--- src/rtl/core/acw_pkg.sv ---
// shared types and character constants for the console writer
package acw_pkg;

  typedef logic [1:0] kind_t;

  localparam kind_t KIND_NONE    = 2'd0;
  localparam kind_t KIND_GLYPH   = 2'd1;
  localparam kind_t KIND_ADVANCE = 2'd2;

  localparam logic [7:0] CSI_OPEN  = 8'h9B;
  localparam logic [7:0] FINAL_MIN = 8'h40;
  localparam logic [7:0] NEWLINE   = 8'd10;
  localparam logic [7:0] FINAL_P   = 8'h70;
  localparam logic [7:0] FINAL_M   = 8'h6D;
  localparam logic [7:0] DIGIT_0   = 8'h30;
  localparam logic [7:0] DIGIT_1   = 8'h31;
  localparam logic [7:0] SGR_LO    = 8'd30;
  localparam logic [7:0] SGR_HI    = 8'd37;
  localparam logic [7:0] SGR_BIAS  = 8'd29;
  localparam logic [7:0] TEN       = 8'd10;

  localparam logic [3:0] STYLE_PLAIN = 4'd0;
  localparam logic [3:0] STYLE_MAX   = 4'd8;

endpackage

--- src/rtl/core/ansi_csi_console_writer.sv ---
// console text writer with a small csi sgr interpreter
//
// Usage: one byte of console text enters per transaction on the in_ channel
// (in_valid, in_stall, in_char_code). Every accepted byte gives exactly one
// result transaction on the out_ channel: a glyph write (kind 1) with line,
// column and style, a line advance (kind 2) at the old position, or
// nothing visible (kind 0) for csi bytes, always with the current style
// and cursor visibility after the byte.
// The result of an accepted byte is registered and shown from the next cycle
// on. Throughput is one byte per cycle while out_ is not stalled; the
// running state (csi flags, parameters, style, cursor) is updated in the
// cycle of acceptance, so the next byte can follow at once.
// in_stall is high only while a result is held and the receiver stalls
// out_; a held result stays put until taken and the next byte is taken in
// the same cycle that the held result leaves.
// Reset (rst_n low, synchronous) closes any csi sequence, clears the
// parameters, selects plain style, hides the cursor, puts the cursor at
// line 0 column 0 and empties the result register.
module ansi_csi_console_writer #(
  parameter int LINE_COUNT  = 128,
  parameter int LINE_LENGTH = 128,
  parameter int PARAM_LIMIT = 16
) (
  input  logic       clk,
  input  logic       rst_n,
  input  logic       in_valid,
  output logic       in_stall,
  input  logic [7:0] in_char_code,
  output logic       out_valid,
  input  logic       out_stall,
  output logic [1:0] out_kind,
  output logic [7:0] out_char_value,
  output logic [3:0] out_style,
  output logic [6:0] out_line_index,
  output logic [6:0] out_column,
  output logic       out_cursor_visible
);

  localparam int LINE_W  = (LINE_COUNT > 1) ? $clog2(LINE_COUNT) : 1;
  localparam int COL_W   = (LINE_LENGTH > 1) ? $clog2(LINE_LENGTH) : 1;
  localparam int CNT_W   = $clog2(PARAM_LIMIT + 1);
  localparam int LINE_XW = (LINE_W > 7) ? LINE_W : 7;
  localparam int COL_XW  = (COL_W > 7) ? COL_W : 7;
  localparam logic [LINE_W-1:0] LINE_LAST = LINE_W'(LINE_COUNT - 1);
  localparam logic [COL_W-1:0]  COL_LAST  = COL_W'(LINE_LENGTH - 1);
  localparam logic [CNT_W-1:0]  CNT_LIMIT = CNT_W'(PARAM_LIMIT);
  localparam logic [CNT_W-1:0]  CNT_ONE   = CNT_W'(1);
  localparam logic [CNT_W-1:0]  CNT_TWO   = CNT_W'(2);

  // running state
  logic              in_escape_r, in_escape_nxt;
  logic [CNT_W-1:0]  param_count_r, param_count_nxt;
  logic [7:0]        param_first_r, param_first_nxt;
  logic [7:0]        param_second_r, param_second_nxt;
  logic [3:0]        style_r, style_nxt;
  logic [LINE_W-1:0] cursor_line_r, cursor_line_nxt;
  logic [COL_W-1:0]  cursor_column_r, cursor_column_nxt;
  logic              cursor_shown_r, cursor_shown_nxt;

  // result register
  logic              out_valid_r, out_valid_nxt;
  acw_pkg::kind_t    out_kind_r, kind_nxt;
  logic [7:0]        out_char_r, char_nxt;
  logic [3:0]        out_style_r;
  logic [6:0]        out_line_r, out_col_r;
  logic              out_vis_r;

  logic              in_fire;
  logic              advance;
  logic [7:0]        sgr_tens;
  logic [7:0]        sgr_value;
  logic [LINE_XW-1:0] line_ext;
  logic [COL_XW-1:0]  col_ext;

  assign in_stall = out_valid_r && out_stall;
  assign in_fire  = in_valid && !in_stall;

  assign advance = (in_char_code == acw_pkg::NEWLINE) || (cursor_column_r >= COL_LAST);

  // two-digit sgr value, wrapping at 8 bits
  assign sgr_tens  = 8'((param_first_r - acw_pkg::DIGIT_0) * acw_pkg::TEN);
  assign sgr_value = sgr_tens + (param_second_r - acw_pkg::DIGIT_0);

  assign line_ext = LINE_XW'(cursor_line_r);
  assign col_ext  = COL_XW'(cursor_column_r);

  always_comb begin
    in_escape_nxt     = in_escape_r;
    param_count_nxt   = param_count_r;
    param_first_nxt   = param_first_r;
    param_second_nxt  = param_second_r;
    style_nxt         = style_r;
    cursor_line_nxt   = cursor_line_r;
    cursor_column_nxt = cursor_column_r;
    cursor_shown_nxt  = cursor_shown_r;
    kind_nxt          = acw_pkg::KIND_NONE;
    char_nxt          = 8'd0;
    if (advance) begin
      // csi state is left as it is across a line advance
      kind_nxt          = acw_pkg::KIND_ADVANCE;
      cursor_line_nxt   = (cursor_line_r == LINE_LAST) ? '0 : cursor_line_r + 1'b1;
      cursor_column_nxt = '0;
    end else if (!in_escape_r) begin
      if (in_char_code == acw_pkg::CSI_OPEN) begin
        in_escape_nxt = 1'b1;
      end else begin
        kind_nxt          = acw_pkg::KIND_GLYPH;
        char_nxt          = in_char_code;
        cursor_column_nxt = cursor_column_r + 1'b1;
      end
    end else if (in_char_code >= acw_pkg::FINAL_MIN) begin
      if (in_char_code == acw_pkg::FINAL_P) begin
        if (param_count_r == CNT_TWO) begin
          if (param_first_r == acw_pkg::DIGIT_0) begin
            cursor_shown_nxt = 1'b0;
          end else if (param_first_r == acw_pkg::DIGIT_1) begin
            cursor_shown_nxt = 1'b1;
          end
        end
      end else if (in_char_code == acw_pkg::FINAL_M) begin
        if (param_count_r == CNT_ONE) begin
          if (param_first_r == acw_pkg::DIGIT_0) begin
            style_nxt = acw_pkg::STYLE_PLAIN;
          end
        end else if (param_count_r == CNT_TWO) begin
          if (sgr_value >= acw_pkg::SGR_LO && sgr_value <= acw_pkg::SGR_HI) begin
            style_nxt = 4'(sgr_value - acw_pkg::SGR_BIAS);
          end
        end
      end
      in_escape_nxt   = 1'b0;
      param_count_nxt = '0;
    end else if (param_count_r < CNT_LIMIT) begin
      if (param_count_r == '0) begin
        param_first_nxt = in_char_code;
      end else if (param_count_r == CNT_ONE) begin
        param_second_nxt = in_char_code;
      end
      param_count_nxt = param_count_r + 1'b1;
    end
  end

  always_comb begin
    out_valid_nxt = out_valid_r;
    if (in_fire) begin
      out_valid_nxt = 1'b1;
    end else if (!out_stall) begin
      out_valid_nxt = 1'b0;
    end
  end

  always_ff @(posedge clk) begin
    if (!rst_n) begin
      in_escape_r     <= 1'b0;
      param_count_r   <= '0;
      param_first_r   <= '0;
      param_second_r  <= '0;
      style_r         <= acw_pkg::STYLE_PLAIN;
      cursor_line_r   <= '0;
      cursor_column_r <= '0;
      cursor_shown_r  <= 1'b0;
      out_valid_r     <= 1'b0;
    end else begin
      out_valid_r <= out_valid_nxt;
      if (in_fire) begin
        in_escape_r     <= in_escape_nxt;
        param_count_r   <= param_count_nxt;
        param_first_r   <= param_first_nxt;
        param_second_r  <= param_second_nxt;
        style_r         <= style_nxt;
        cursor_line_r   <= cursor_line_nxt;
        cursor_column_r <= cursor_column_nxt;
        cursor_shown_r  <= cursor_shown_nxt;
      end
    end
  end

  always_ff @(posedge clk) begin
    if (in_fire) begin
      out_kind_r  <= kind_nxt;
      out_char_r  <= char_nxt;
      out_style_r <= style_nxt;
      out_line_r  <= line_ext[6:0];
      out_col_r   <= col_ext[6:0];
      out_vis_r   <= cursor_shown_nxt;
    end
  end

  assign out_valid          = out_valid_r;
  assign out_kind           = out_kind_r;
  assign out_char_value     = out_char_r;
  assign out_style          = out_style_r;
  assign out_line_index     = out_line_r;
  assign out_column         = out_col_r;
  assign out_cursor_visible = out_vis_r;

  // outside csi no parameters are pending
  a_count_idle : assert property (@(posedge clk) disable iff (!rst_n)
    !in_escape_r |-> param_count_r == '0)
    else $error("parameter count set outside csi");

  a_count_sat : assert property (@(posedge clk) disable iff (!rst_n)
    param_count_r <= CNT_LIMIT)
    else $error("parameter count beyond limit");

  a_advance_col : assert property (@(posedge clk) disable iff (!rst_n)
    in_fire && advance |=> cursor_column_r == '0)
    else $error("column not cleared on line advance");

  a_char_kind : assert property (@(posedge clk) disable iff (!rst_n)
    out_valid_r && out_kind_r != acw_pkg::KIND_GLYPH |-> out_char_r == 8'd0)
    else $error("non-glyph transaction carries a character");

  a_style_range : assert property (@(posedge clk) disable iff (!rst_n)
    out_valid_r |-> out_style_r <= acw_pkg::STYLE_MAX)
    else $error("style out of range");

endmodule

--- config.mk ---
export PLATFORM = sky130hd
export DESIGN_NAME = ansi_csi_console_writer
export DESIGN_NICKNAME = d
export VERILOG_FILES = /design/src/rtl/core/acw_pkg.sv /design/src/rtl/core/ansi_csi_console_writer.sv
export SDC_FILE = /design/constraint.sdc
export NUM_CORES = 1
export LEC_CHECK = 0
export BUFFER_PORTS_ARGS = -buffer_cell sky130_fd_sc_hd__buf_2
export CAP_MARGIN = 20
export CORE_ASPECT_RATIO = 1.75
export CORE_UTILIZATION = 60
export CTS_BUF_LIST = sky130_fd_sc_hd__clkbuf_4
export DETAILED_ROUTE_END_ITERATION = 16
export GPL_ROUTABILITY_DRIVEN = 0
export PLACE_DENSITY = 0.81
export SYNTH_ARGS = -nofsm -noshare
export SYNTH_HDL_FRONTEND = slang
export SYNTH_SLANG_ARGS = --single-unit
--- constraint.sdc ---
create_clock -name clk -period 3.95 [get_ports clk]
set_input_delay 1.185 -clock clk [delete_from_list [all_inputs] [get_ports clk]]
set_output_delay 1.185 -clock clk [all_outputs]
set_load 0.01 [all_outputs]
==> results of run 1 <==
## final cells by class
cell class / instances / share of cell area (%)
diodes: 1 / 0.0616
well taps: 78 / 2.40
multi-input cells: 244 / 44.2
flip-flops and latches: 71 / 42.1
clock buffers: 12 / 2.22
inverters: 15 / 1.39
clock inverters: 4 / 1.72
repair buffers: 46 / 5.91
## power groups by stage
stage	combinational, W	sequential [W]	clock [W]
finish	0.0000728	0.000785	0.000522
CTS	0.0000723	0.000785	0.000527
global route	0.0000803	0.000788	0.000551
global placement	0.0000712	0.000802	0
detailed placement	0.0000723	0.000802	0
floorplan	0.0000270	0.000812	0
## state kept, by name (all words and copies together), names as in the netlist, 5 cells and up
signal	cells
out_char_value	8
param_count_r	5
out_column	7
col_ext	7
param_first_r	8
out_line_index	7
cursor_line_r	7
param_second_r	8
## metrics by stage
stage | util (%) | total power (W)
after global placement | 66.9 | 0.000873
final | 69.7 | 0.00138
after detailed placement | 66.9 | 0.000874
after global routing | 69.7 | 0.00142
after CTS | 69.6 | 0.00138
after floorplan | - | 0.000839
## metal layers
layer	share of wire, %	vias up	GRT usage (%)
li1	-	1323	-
met1	36	1301	23.2
met2	55	102	44.3
met3	4.3	29	6.31
met4	4.4	0	18.8
met5	0	-	0
## cells by family after synthesis
family	share of synthesized area, %
flip-flops	47.3
AO/OA/AOI/OAI	8.74
adder cells (fa/ha/maj)	10.8
multiplexers	4.46
buffers and inverters	3.38
XOR/XNOR	5.70
AND/OR/NAND/NOR	19.7
## how the worst max path moves through the flow
stage | start | endpoint | slack (ps) | cells past startpoint
after floorplan | param_first_r[3] | out_style[0] | 470 | 13
after CTS | param_first_r[3] | out_style[1] | 120 | 12
after detailed placement | param_first_r[3] | out_style[0] | 140 | 12
after global placement | param_first_r[3] | out_style[0] | 260 | 12
after global routing | param_first_r[3] | out_style[0] | 30 | 12
final | param_first_r[3] | out_style[1] | 190 | 12
## synth_stat cells, types with 2 or more instances
master	number	area share (%)
dfxtp_1	42	23
edfxtp_1	29	24
ha_1	28	9.7
nor2_1	23	2.4
nand2_1	19	2.0
nor2b_1	17	2.9
mux2i_1	15	4.1
and3_1	14	2.4
inv_1	14	1.5
xnor2_1	13	3.1
o21ai_0	12	1.7
nand4_1	10	1.7
a21oi_1	9	1.2
and2_1	9	1.6
nand3_1	8	1.1
xor2_1	8	1.9
nor3_1	7	0.97
a32oi_1	5	1.2
clkbuf_1	4	0.41
a31oi_1	3	0.52
and4_1	3	0.73
buf_2	3	0.41
nand2b_1	3	0.52
o21ai_1	3	0.41
a2bb2oi_1	2	0.48
a31o_2	2	0.48
fa_1	2	1.1
nand3b_1	2	0.41
nor4_1	2	0.35
o211ai_1	2	0.41
o21a_1	2	0.41
or3_1	2	0.35
## worst max-delay path: cells and delay by family, from the launching register on
kind / cells / cell delay (ps)
adder cells (fa/ha/maj): 5 / 1560
AND/OR/NAND/NOR: 3 / 950
buffers and inverters: 1 / 50
AO/OA/AOI/OAI: 3 / 530
flip-flops: 1 / 430
==> summary.txt, run 1 <==
Run status
  – Outcome: complete, no violations

Synth
  – Cells after Synth: 340
  – Mapped Nets: 382
  – Post-synthesis register bit count: 71
  – Number of synthesized flops with an enable pin: 29
  – Post-synth top flop: dfxtp_1
  – Seq/Total Area, Yosys: 47.3%
  – Ys Warns: 0
  – Syn Std Cell Area: 3620 sq um
  – Synthesized area per cell: 10.7 sq um
  – Async set-or-reset flop fraction in the synthesized netlist: 0%
  – Synth unique cells: 55

Cells and area
  – Layout cells sized above 1: 18.4%
  – Multi-input logic area: 1800 sq um
  – Number of fill cells: 447
  – Nets: 429
  – Area growth from synthesis to layout: 12.2%
  – FF+latch area: 1710 sq um
  – Non-filler cells, final: 471
  – Post-route cell area: 4070 sq um
  – Most frequent cells in the layout: dfxtp_1 (42), buf_2 (42), edfxtp_1 (29)

Clock tree
  – CTS Buf Count: 9
  – Clock root buffer master: clkbuf_4
  – Clk slew on worst S/H paths: 110 ps
  – CTS tree: yes
  – H-tree Lvls: 3
  – Cts hold-fix bufs: 0
  – Post-cts sizing count: 0
  – Postcts setup bufs: 0
  – Clk buf depth: 2
  – Worst-Skew Late Latency: 430 ps
  – Clock tree sinks: 71

Placement
  – Buffers on Ports: 42
  – DP Cell Count: 454
  – HPWL after DPL: 5420 um
  – DP Worst Slack: 143 ps
  – Cell Area, Placed: 3900 sq um

Worst setup path
  – Most used cell along the critical path: ha_1
  – R2R cell count: 12
  – Worst R2R Start: param_first_r[3]
  – R2R Setup Slk: 190 ps
  – Max incr delay on CP: 480 ps
  – Crit path launch type: flip-flop
  – CP max-delay cell: or4_4
  – Worst r2r dst: out_style[1]
  – Critical-path cell list: ha_1 -> ha_1 -> fa_1 -> ha_1 -> ha_1 -> inv_1 -> and3_1 -> or4_4 -> a211oi_2 -> and3_2 -> a2bb2oi_1 -> o21ai_1
  – Worst EP arrival: 3940 ps
  – Critical Path RT: 4140 ps
  – Worst setup EP type: flip-flop
  – WS Path Type: reg -> reg
  – CP max FO: 11

Pwr
  – P_sw: 0.000296 W
  – Internal power: 0.00108 W
  – Power Dens Cells: 339 nW/um^2
  – VDD IR-drop max: 0.267 mV
  – Switching Fraction: 21.4%
  – Logic pwr share: 5.3%
  – P_leak: 1.77 nW
  – Register share of total power: 56.9%
  – Clock Power Share: 37.8%

STA
  – Final Cycle Share: 95.1%
  – Setup WS post-layout: 192 ps
  – Min Tclk post-route: 3760 ps
  – Relative slew slack: 64.5%
  – Final Skew: 13.6 ps
  – Final Max Tran Viols: 0
  – Final setup vio count: 0
  – Final Hold Violating Endpoints: 0
  – WHS: 488 ps
  – Fmax: 0.266 GHz
  – Setup total negative slack: 0 ps
  – RSZ-0062 raised after global routing: no
  – Actual transition at the worst max-transition pin: 526 ps

Floorplanning
  – Die H: 105 um
  – Initial Util: 62.1%
  – Row count: 37
  – Core area: 5830 sq um
  – # IOs: 43
  – Die X: 60.7 um
  – Die ar.: 6360 sq um

Detailed routing
  – Initial drt markers: 142
  – Routed WL per cell: 15.5 um
  – DRC viols: 0
  – Drt total wl: 7320 um
  – Vias: 2755
  – Vias/cell: 5.85
  – DRT antenna net count: 0
  – DRT Pass-1 Iters: 5

GRT
  – GR Overflow Total: 0
  – All-Layer GR Usage: 25.2%
  – Initial antenna violation count: 1
  – Largest net degree at the start of global routing: 34
  – Vias in the first global route: 2722
  – First-pass GRT wire length: 11700 um

Min path
  – Hold Crit Endpoint: out_column[6]
  – Hold Path Cell Cnt: 0
  – Worst Hold Class: reg -> reg
  – Hold path start: col_ext[6]

Flow run
  – Max Cap Viol: 0
Power figures use the tool's default switching activity.
==> run 2: changes to the inputs <==
- ABC_CLOCK_PERIOD_IN_PS: not set -> 3950
- CELL_PAD_IN_SITES_DETAIL_PLACEMENT: not set -> 0
- CELL_PAD_IN_SITES_GLOBAL_PLACEMENT: not set -> 1
- CORE_UTILIZATION: 60 -> 48
- PLACE_DENSITY: 0.81 -> 0.82
- RECOVER_POWER: not set -> 50
==> run 2 against run 1 <==
  * Highest routed layer unchanged
  * Routed wire length is 2.5% higher
  * Setup slack improved by 69 ps
  * Cell area decreased by 0.37%
  * Largest cell class unchanged
==> summary.txt, run 2 (same netlist as run 1, synthesis figures left out) <==
Run status
  – Outcome: complete, no violations (unchanged)

STA
  – Final Cycle Share: 93.4% (was 95.1%)
  – Setup total negative slack: 0 ps (unchanged)
  – Fmax: 0.271 GHz (was 0.266 GHz)
  – Final setup vio count: 0 (unchanged)
  – Final Max Tran Viols: 0 (unchanged)
  – Final Skew: 18.9 ps (was 13.6 ps)
  – RSZ-0062 raised after global routing: no (unchanged)
  – Min Tclk post-route: 3690 ps (was 3760 ps)
  – Relative slew slack: 11.2% (was 64.5%)
  – Final Hold Violating Endpoints: 0 (unchanged)
  – Actual transition at the worst max-transition pin: 1330 ps (was 526 ps)
  – Setup WS post-layout: 261 ps (was 192 ps)

Clock tree
  – Clock root buffer master: clkbuf_4 (unchanged)
  – H-tree Lvls: 3 (unchanged)
  – Cts hold-fix bufs: 0 (unchanged)
  – CTS tree: yes (unchanged)
  – Postcts setup bufs: 0 (unchanged)
  – CTS Buf Count: 9 (unchanged)
  – Worst-Skew Late Latency: 420 ps (was 430 ps)
  – Clk slew on worst S/H paths: 120 ps (was 110 ps)
  – Clk buf depth: 2 (unchanged)
  – Clock tree sinks: 71 (unchanged)

Worst setup path
  – Worst r2r dst: out_style[0] (was out_style[1])
  – Critical Path RT: 4120 ps (was 4140 ps)
  – WS Path Type: reg -> reg (unchanged)
  – R2R Setup Slk: 260 ps (was 190 ps)
  – Crit path launch type: flip-flop (unchanged)
  – Critical Path Sink: out_style[0] (was out_style[1])
  – Worst R2R Start: param_first_r[3] (unchanged)
  – Crit. Startpoint: param_first_r[3] (unchanged)
  – R2R cell count: 12 (unchanged)
  – CP max FO: 8 (was 11)
  – Worst setup EP type: flip-flop (unchanged)
  – Worst EP arrival: 3860 ps (was 3940 ps)

Detailed routing
  – DRT Pass-1 Iters: 5 (unchanged)
  – Initial drt markers: 190 (was 142)
  – DRC viols: 0 (unchanged)
  – Drt total wl: 7500 um (was 7320 um)
  – Vias: 2648 (was 2755)
  – Vias/cell: 5.53 (was 5.85)
  – Routed WL per cell: 15.7 um (was 15.5 um)
  – DRT antenna net count: 0 (unchanged)

GRT
  – First-pass GRT wire length: 12000 um (was 11700 um)
  – Largest net degree at the start of global routing: 34 (unchanged)
  – All-Layer GR Usage: 21.1% (was 25.2%)
  – Vias in the first global route: 2623 (was 2722)
  – GR Overflow Total: 0 (unchanged)
  – Initial antenna violation count: 0 (was 1)

Pwr
  – P_sw: 0.000306 W (was 0.000296 W)
  – Clock Power Share: 37.7% (was 37.8%)
  – Switching Fraction: 22.3% (was 21.4%)
  – Power Dens Cells: 339 nW/um^2 (about the same)
  – Register share of total power: 57.3% (was 56.9%)
  – P_leak: 1.72 nW (was 1.77 nW)
  – VDD IR-drop max: 0.201 mV (was 0.267 mV)
  – Logic pwr share: 5.0% (was 5.3%)
  – Internal power: 0.00107 W (was 0.00108 W)

Floorplanning
  – Die H: 117 um (was 105 um)
  – Initial Util: 50.1% (was 62.1%)
  – Core area: 7230 sq um (was 5830 sq um)
  – Die X: 67.7 um (was 60.7 um)
  – Row count: 41 (was 37)
  – Die ar.: 7910 sq um (was 6360 sq um)
  – # IOs: 43 (unchanged)

Cells and area
  – Post-route cell area: 4050 sq um (was 4070 sq um)
  – Area growth from synthesis to layout: 11.8% (was 12.2%)
  – Nets: 429 (unchanged)
  – Most common cell after layout, fill and taps aside: dfxtp_1
  – Layout cells sized above 1: 14.0% (was 18.4%)
  – Number of fill cells: 668 (was 447)
  – Most frequent cells in the layout: dfxtp_1 (42), edfxtp_1 (29), ha_1 (28), buf_2 (28), nor2_1 (23) (was dfxtp_1 (42), buf_2 (42), edfxtp_1 (29))

Min path
  – Worst Hold Class: reg -> reg (unchanged)

Flow run
  – Max Cap Viol: 0 (unchanged)

Placement
  – HPWL after DPL: 5710 um (was 5420 um)
  – DP Worst Slack: 247 ps (was 143 ps)
  – Buffers on Ports: 42 (unchanged)
  – Cell Area, Placed: 3910 sq um (was 3900 sq um)
[run 2: power groups by stage]
stage	sequential, W	clock, W	combinational, W
floorplan	0.000812	0	0.0000270
global placement	0.000802	0	0.0000722
detailed placement	0.000803	0	0.0000726
CTS	0.000786	0.000531	0.0000726
global route	0.000789	0.000560	0.0000770
finish	0.000786	0.000517	0.0000692
[run 2: through the flow]
stage / hold slack [ps] / power, W / utilization (%) / instances
6_report: 480 / 0.00137 / 56.0 / 479
5_1_grt: 497 / 0.00143 / 56.0 / 478
4_1_cts: 476 / 0.00139 / 56.3 / 478
3_5_place_dp: 450 / 0.000875 / 54.1 / 462
3_3_place_gp: 444 / 0.000874 / 54.1 / 462
2_1_floorplan: 431 / 0.000839 / - / 340
[run 2: critical path, stage by stage (launching register included)]
cell	delay (ps)
dfxtp_1	420
ha_1	270
ha_1	230
fa_1	440
ha_1	290
ha_1	300
inv_1	50
and3_1	140
or4_4	470
a211oi_2	250
and3_2	290
a2bb2oi_1	200
o31ai_1	100
[run 2: how the worst min path moves through the flow]
stage                     from             to  slack [ps]  cells past startpoint
finish              col_ext[6]  out_column[6]         480                      0
global placement    col_ext[6]  out_column[6]         440                      0
detailed placement  col_ext[6]  out_column[6]         450                      0
floorplan           col_ext[6]  out_column[6]         430                      0
global route        col_ext[6]  out_column[6]         500                      0
CTS                 col_ext[6]  out_column[6]         480                      0
[run 2: repair_timing]
item                                    CTS  global route
gates resized for setup                   0             1
endpoints found under the setup margin    0             1
endpoints found under the hold margin     0             0
[run 2: final cells by class]
| class | count | area [sq um] | share of cell area, % |
|---|---|---|---|
| Timing Repair Buffer | 46 | 223 | 5.50 |
| Inverter | 15 | 56.3 | 1.39 |
| Sequential cell | 71 | 1710 | 42.3 |
| Clock inverter | 6 | 85.1 | 2.10 |
| Antenna cell | 1 | 2.50 | 0.0618 |
| Multi-Input combinational cell | 244 | 1790 | 44.2 |
| Clock buffer | 10 | 75.1 | 1.85 |
| Tap cell | 86 | 108 | 2.66 |
[run 2: metal layers]
metal  track usage (%)  wire (um)  part of all wire (%)  vias to the layer above
li1                  -          -                     -                     1330
met1              20.1       2850                    38                     1246
met2              40.0       4250                    57                       63
met3              4.75        258                   3.4                        9
met4              11.2        147                   2.0                        0
met5                 0          0                     0                        -
